### src/pdpc_pkg.sv
// pdpc_pkg: shared constants and controller/datapath interface types
// for the per-destination packet counter; no dependencies
`default_nettype none

package pdpc_pkg;

  // table geometry
  localparam int TABLE_ENTRIES = 64;
  localparam int IDX_W         = $clog2(TABLE_ENTRIES);
  localparam int CNT_W         = $clog2(TABLE_ENTRIES + 1);

  // word field widths
  localparam int ADDR_W  = 32;
  localparam int COUNT_W = 64;

  // commands from controller to datapath
  typedef struct packed {
    logic load;      // latch address, restart the scan
    logic scan;      // read the next entry, shift the compare stage
    logic hit_upd;   // bump the matched entry and emit its count
    logic miss_upd;  // claim a free entry or report a full table
  } pdpc_cmd_t;

  // status from datapath to controller
  typedef struct packed {
    logic used_zero; // no entry claimed yet
    logic match;     // compare stage holds a valid entry equal to the address
    logic rd_vld;    // compare stage holds a claimed entry
    logic rd_last;   // compare stage holds the last claimed entry
  } pdpc_status_t;

endpackage : pdpc_pkg

`default_nettype wire

### src/pdpc_ctrl.sv
// pdpc_ctrl: controller state machine that sequences load, scan and update;
// depends on pdpc_pkg
`default_nettype none

module pdpc_ctrl import pdpc_pkg::*; (
  input  wire logic         clk_i,
  input  wire logic         rst_ni,
  input  wire logic         start_i,
  input  wire pdpc_status_t status_i,
  output pdpc_cmd_t         cmd_o,
  output logic              busy_o
);

  localparam logic [1:0] ST_IDLE = 2'd0;
  localparam logic [1:0] ST_SCAN = 2'd1;
  localparam logic [1:0] ST_HIT  = 2'd2;
  localparam logic [1:0] ST_MISS = 2'd3;

  logic [1:0] state_q, state_d;

  // next state and commands
  always_comb begin
    state_d = state_q;
    cmd_o   = '0;
    unique case (state_q)
      ST_IDLE: begin
        if (start_i) begin
          cmd_o.load = 1'b1;
          state_d    = ST_SCAN;
        end
      end
      ST_SCAN: begin
        priority if (status_i.used_zero) begin
          state_d = ST_MISS;
        end else if (status_i.match) begin
          state_d = ST_HIT;
        end else if (status_i.rd_vld && status_i.rd_last) begin
          state_d = ST_MISS;
        end else begin
          cmd_o.scan = 1'b1;
        end
      end
      ST_HIT: begin
        cmd_o.hit_upd = 1'b1;
        state_d       = ST_IDLE;
      end
      ST_MISS: begin
        cmd_o.miss_upd = 1'b1;
        state_d        = ST_IDLE;
      end
      default: begin
        state_d = ST_IDLE;
      end
    endcase
  end

  always_ff @(posedge clk_i or negedge rst_ni) begin
    if (!rst_ni) begin
      state_q <= ST_IDLE;
    end else begin
      state_q <= state_d;
    end
  end

  assign busy_o = (state_q != ST_IDLE);

endmodule : pdpc_ctrl

`default_nettype wire
### config.mk
export PLATFORM = sky130hd
export DESIGN_NAME = pdpc_ctrl
export DESIGN_NICKNAME = d
export VERILOG_FILES = /design/src/pdpc_pkg.sv /design/src/pdpc_ctrl.sv
export SDC_FILE = /design/constraint.sdc
export NUM_CORES = 1
export LEC_CHECK = 0
export ABC_AREA = 1
export BUFFER_PORTS_ARGS = -buffer_cell sky130_fd_sc_hd__buf_2
export CORE_AREA = 2 2 39 41
export CTS_BUF_LIST = sky130_fd_sc_hd__clkbuf_4
export DETAILED_ROUTE_END_ITERATION = 12
export DIE_AREA = 0 0 41 43
export SLEW_MARGIN = 20
export SYNTH_ARGS = -nofsm -noshare
export SYNTH_HDL_FRONTEND = slang
export SYNTH_SLANG_ARGS = --single-unit
### constraint.sdc
create_clock -name clk_i -period 0.8 [get_ports clk_i]
set_input_delay 0.04 -clock clk_i [delete_from_list [all_inputs] [get_ports clk_i]]
set_output_delay 0.04 -clock clk_i [all_outputs]
set_load 0.05 [all_outputs]
After elaboration in Yosys (flattened, before gate mapping)
Cells that the tools add are included.
{"block": "word_totals", "input_bits": 7, "register_bits": 2}
{"block": "classes", "mux": 13, "n_reduce_logical": 5, "eq_ne": 5}
{"op": "$mux W1", "n": 8}
{"op": "$mux W2", "n": 4}
{"op": "$pmux W2 S3", "n": 1}
{"op": "$eq A2 B2 Y1 const B", "n": 2}
{"op": "$ne A4 B4 Y1 const B", "n": 1}
{"op": "$eq A2 B1 Y1 const B", "n": 1}
{"op": "$logic_not A2 Y1", "n": 1}
{"op": "$ne A2 B2 Y1 const B", "n": 1}
{"op": "$reduce_and A2 Y1", "n": 1}
{"op": "$reduce_bool A2 Y1", "n": 1}
{"op": "$reduce_or A2 Y1", "n": 1}
{"op": "$logic_and A1 B1 Y1", "n": 1}

Longest topological paths before layout
Gate-level depths: netlist of run 1.
{"block": "depth", "word_depth": 5, "depth_mapped": 3, "ltp_nobuf": 3}

Worst setup path after synthesis of run 1
Ideal clock, no wire load.
{"block": "synth_path", "path_kind": "register -> output", "start": "register state_q[1]", "end": "output port cmd_o[3] (netlist bit)", "path_buffers": 0, "t_arrival_ns": 1.176, "path_slack_ns": -0.416, "path_stages_with_launch": 4, "cell_sequence": "dfrtp_1 inv_1 nand2_1 nor2_1"}
{"element": "start: declaration", "line": "pdpc_ctrl.sv:19", "rtl": "logic [1:0] state_q, state_d;"}
{"element": "start signal: assignment", "line": "pdpc_ctrl.sv:61", "rtl": "state_q <= state_d;"}
{"element": "end: declaration", "line": "pdpc_ctrl.sv:10", "rtl": "output pdpc_cmd_t cmd_o,"}

Worst setup path after layout of run 1
{"block": "layout_path", "start": "register state_q[1]", "end": "output port busy_o"}
{"block": "layout_via", "elab_chain_len": 1}
{"element": "$reduce_bool A2 Y1", "line": "pdpc_ctrl.sv:65", "rtl": "assign busy_o = (state_q != ST_IDLE);"}
{"element": "end: declaration", "line": "pdpc_ctrl.sv:11", "rtl": "output logic busy_o"}
Every way passes these cells.

==> impl_metrics.yaml, run 1 <==
status:
  status: "finished with violations"
  violations: "negative setup slack"
setup_path:
  crit_required_ns: 0.76
  cp_max_fo: 4
  reg2reg_slack_ns: -0.16
  worstSetupEndpointType: "primary output"
  crit_path_start_kind: "flip-flop"
  r2r_cells: 4
  arrival_ns: 1.03
  r2r-end: "state_q[1]"
  r2r-start: "state_q[0]"
  critPathKind: "reg2out"
sta:
  holdWs_ns: 0.0574
  skew_ns: 0.0142
  relSlewSlack: 0.881
  timing_worst_slew_pin_value_ns: 0.179
  grt_setup_unrepaired: "yes"
  tns_ns: -1.52
  min_period_ns: 1.07
  hold_viol_final: 0
  fin_crit_sh: 1.33
  slew_violations: 0
  postLayoutSetupSlackWorst_ns: -0.265
  setup_violations: 7
  fmax_ghz: 0.939
min_path:
  hold_end: "state_q[0]"
  min_path_cells: 3
  hold_start: "status_i[3]"
  hp-class: "in2reg"
routing:
  drtAntennaViolNets: 0
  num_vias: 183
  wl_per_cell_um: 7.79
  first_pass_iters: 1
  wl_um: 444
  drc: 0
  via_per_inst: 3.21
  drtIter0Drc: 0
pwr:
  powerDensity_mw_per_mm2: 4900
  peakVddDrop_mv: 0.891
  p_leak_nw: 0.181
logic_synthesis:
  synth-compound-area-share: 0.110
  syn_inst: 19
  ys_warn_count: 0
  synth-seq-cells: 2
  synth_fa_ha_area_frac: 0
  ys_seq_area_frac: 0.400
  synth_mux_area_frac: 0
  syn_area_um2: 125
  syn_area_per_cell_um2: 6.59
  ys_types: 8
  synth_top_family_by_area: "simple AND/OR/NAND/NOR gates"
  synth_nets: 26
  synthSimpleGateAreaFrac: 0.430
  synth-xor-area-share: 0
die:
  initial_core_util: 0.0904
  ios: 12
  chipHeight_um: 43
  die_w_um: 41
  die_area_mm2: 0.00176
  core-area_mm2: 0.00138
  rows: 14
cells_and_area:
  top_register: "state_q"
  fin_area_um2: 363
  final_util: 0.262
  layout-drive-gt1-share: 0.732
  largest_register_ffs: 2
  reg_top3: "state_q (2)"
  multi_input_area_um2: 105
  regArea_um2: 51.3
  area_growth_pct: 190
  diodes: 0
  finalNetCount: 49
  nFillCells: 153
clock_tree:
  cts_made_buffers: 3
  clock_sinks: 2
  clockBufferDepth: 2
  clk_pin_slew_ns: 0.04
  cts_htree_levels: 1
  clk_latency_ns: 0.24
  cts_root_buf: "clkbuf_4"
  cts_tree: "built"
global_route:
  grt_overflow: 0
  grtUsageTotal: 0.0591
  grt_pass1_wl_um: 641
  antenna_found_initial: 0
  grt_pass1_vias: 190
  grt_max_degree: 6
place:
  dpl.hpwl_um: 328
  detailed_place.area_um2: 262
  routabilityCongestion: 0.685
  io_buffers: 11
flow_run:
  drv_cap: 0
power breakdown:
group / leakage, nW / switching [mW] / total (mW) / internal [mW]
Clock: 0.0184 / 0.0776 / 0.298 / 0.220
Sequential: 0.0235 / 0.0884 / 0.248 / 0.159
Combinational: 0.139 / 0.692 / 1.23 / 0.539
Total: 0.181 / 0.858 / 1.78 / 0.918
synthesized netlist by cell type:
| master | instances | share of area |
|---|---|---|
| inv_1 | 2 | 0.060 |
| nand2_2 | 1 | 0.050 |
| o21ai_1 | 1 | 0.040 |
| a21oi_2 | 1 | 0.070 |
| dfrtp_1 | 2 | 0.40 |
| nand2_1 | 6 | 0.18 |
| nor2_1 | 5 | 0.15 |
| nor2_2 | 1 | 0.050 |
stage by stage:
| stage | total power, mW | setup slack [ns] | instances |
|---|---|---|---|
| after floorplan | 0.875 | -0.0825 | 19 |
| after detailed placement | 1.19 | -0.120 | 51 |
| after global routing | 1.89 | -0.323 | 57 |
| final | 1.78 | -0.265 | 57 |
| after global placement | 1.18 | -0.104 | 51 |
| after CTS | 1.77 | -0.291 | 57 |
final cells by class:
type | instances | area share
repair buffers | 18 | 0.410
flip-flops and latches | 2 | 0.141
inverters | 2 | 0.0207
multi-input cells | 15 | 0.290
clock buffers | 4 | 0.0828
well taps | 16 | 0.0552
cell families after synthesis:
kind of cell / after synthesis
flip-flops: 2
AND/OR/NAND/NOR: 13
buffers and inverters: 2
AO/OA/AOI/OAI: 2
cells in the final DEF (no fill, tap or decap):
master / synthesis / routed
buf_6: 0 / 5
dlygate4sd3_1: 0 / 1
nand2_1: 6 / 4
inv_1: 2 / 1
a21oi_4: 0 / 1
nor2_1: 5 / 3
dfrtp_1: 2 / 1
nand2_2: 1 / 2
dfrtp_2: 0 / 1
clkbuf_4: 0 / 4
nor2_4: 0 / 3
nand2_4: 0 / 1
buf_2: 0 / 6
buf_4: 0 / 5
buf_8: 0 / 1
inv_2: 0 / 1
o21ai_1: 1 / 1
critical path, stage by stage, from the launching register on:
cell,delay [ns]
dfrtp_1,0.37
inv_2,0.11
buf_4,0.12
nand2_2,0.05
buf_6,0.15
timing repair:
item	in CTS	in global routing
gates resized for setup	13	2
endpoints found under the setup margin	7	7
pin swaps	1	0
hold buffers	1	0
hold endpoints to repair	2	0
setup buffers	1	0
how the worst max path moves through the flow:
stage	start	end	slack (ns)	cells past startpoint
final	state_q[1]	busy_o	-0.27	4
after global routing	state_q[1]	busy_o	-0.32	4
after CTS	state_q[1]	busy_o	-0.29	4
after detailed placement	state_q[1]	cmd_o[3]	-0.12	4
after global placement	state_q[0]	cmd_o[2]	-0.10	3
after floorplan	state_q[1]	cmd_o[2]	-0.08	3
metal layers:
metal,vias up,part of all wire,global-route usage
li1,101,-,-
met3,0,0.13,0.0157
met4,0,0,0.0800
met5,-,0,0
met2,10,0.48,0.0781
met1,72,0.39,0.0607
No activity file was read; power rests on OpenSTA's default activity.
==> run 2, diff against run 1 <==
CAP_MARGIN = 20   (was not set)
REMOVE_ABC_BUFFERS = 1   (was not set)
clock period = 1.15 ns   (was 0.8 ns; I/O delays follow)
==> impl_metrics.yaml, run 2 (synthesized netlist as in run 1, its figures left out) <==
status:
  status: "complete, no violations"
setup_path:
  worstSetupEndpointType: "primary output"
  path_depth: 4
  cp_cell_sequence: "inv_2, nand2_2, nor2_2, buf_6"
  crit_buf_inv: 2
  r2r_cells: 3
  critPathKind: "reg2out"
  cp_max_fo: 5
  r2r-end: "state_q[0]"
  crit_required_ns: 1.09
  r2r-start: "state_q[0]"
  slowest_delay_ns: 0.37
  arrival_ns: 1.03
  cp_slowest_cell: "dfrtp_1"
  cp_top_family: "flip-flops"
  reg2reg_slack_ns: 0.40
  crit_path_start_kind: "flip-flop"
routing:
  wl_um: 340
  drtIter0Drc: 0
  via_per_inst: 3.38
  num_vias: 169
  first_pass_iters: 1
  drc: 0
  drtAntennaViolNets: 0
  wl_per_cell_um: 6.80
sta:
  tns_ns: 0
  postLayoutSetupSlackWorst_ns: 0.0596
  grt_setup_unrepaired: "no"
  setup_violations: 0
  fin_crit_sh: 0.948
  timing_worst_slew_pin_value_ns: 0.246
  min_period_ns: 1.09
  fmax_ghz: 0.917
  slew_violations: 0
  hold_viol_final: 0
  holdWs_ns: 0.0879
  skew_ns: 0.00266
  relSlewSlack: 0.837
clock_tree:
  cts_root_buf: "clkbuf_4"
  cts_made_buffers: 3
  clk_latency_ns: 0.23
  postCtsSetupBuffers: 0
  clk_pin_slew_ns: 0.03
  cts_tree: "built"
  cts_htree_levels: 1
  clockBufferDepth: 2
  clock_sinks: 2
cells_and_area:
  final_cell_mix: "buf_2 (7), nand2_1 (6), nor2_1 (5), clkbuf_4 (4)"
  fin_cells: 50
  layout-drive-gt1-share: 0.529
  top_register: "state_q"
  final_util: 0.181
  layout_commonest_cell: "buf_2"
  finalNetCount: 43
  area_growth_pct: 100
  diodes: 0
  largest_register_ffs: 2
  reg_top3: "state_q (2)"
pwr:
  comb_power_share: 0.637
  p_sw_frac: 0.552
  powerDensity_mw_per_mm2: 3350
  intPower_uw: 375
  pwr-share-seq: 0.175
  power_switching_uw: 463
  peakVddDrop_mv: 0.738
  clkPwrFrac: 0.188
  p_leak_nw: 0.137
die:
  core-area_mm2: 0.00138
  die_area_mm2: 0.00176
  ios: 12
  die_w_um: 41
  chipHeight_um: 43
  initial_core_util: 0.0904
  rows: 14
global_route:
  grt_overflow: 0
  grt_pass1_vias: 139
  grt_pass1_wl_um: 414
  antenna_found_initial: 0
  grt_max_degree: 7
  grtUsageTotal: 0.0461
min_path:
  min_path_cells: 3
  hold_start: "status_i[3]"
  hold_end: "state_q[0]"
  hp-class: "in2reg"
place:
  routabilityCongestion: 0.549
  dp_cells: 46
  io_buffers: 11
  pre_cts_ws_ns: 0.162
flow_run:
  drv_cap: 0
-- run 2: how the worst max path moves through the flow --
stage,from,to
floorplan,state_q[1],cmd_o[3]
global placement,state_q[1],cmd_o[2]
detailed placement,state_q[1],cmd_o[2]
CTS,state_q[1],cmd_o[2]
global route,state_q[1],cmd_o[3]
finish,state_q[1],cmd_o[2]
-- run 2: power by group through the flow --
stage	combinational (mW)	sequential (mW)	clock [mW]
after floorplan	0.390	0.138	0
after detailed placement	0.484	0.144	0
after CTS	0.522	0.146	0.168
after global placement	0.482	0.144	0
after global routing	0.567	0.155	0.171
final	0.534	0.146	0.158
-- run 2: timing repair --
action / CTS / global route
hold buffers: 1 / 0
endpoints found under the setup margin: 3 / 3
resized for setup: 5 / 2
pin swaps: 0 / 1
hold endpoints to repair: 2 / 0
-- run 2: final cells by class --
class,instances,area (µm²)
Fill cell,159,1130
Tap cell,16,20.0
Multi-Input combinational cell,15,67.6
Sequential cell,2,50.0
Clock buffer,3,22.5
Inverter,2,7.51
Timing Repair Buffer,12,82.6
-- run 2: metrics by stage --
step,cell area [µm²],power [mW]
floorplan,125,0.528
global placement,200,0.626
detailed placement,200,0.628
CTS,244,0.836
global route,250,0.893
finish,250,0.838
-- run 2: worst min-delay path: stages --
cell	delay (ns)
buf_2	0.09
nor2_1	0.04
nor2_1	0.08
-- run 2: layer usage --
metal  up-vias  track usage  part of all wire
li1         88            -                 -
met1        72       0.0160              0.29
met2         7       0.0625              0.57
met3         2       0.0157             0.076
met4         0        0.120             0.056
met5         -            0                 0
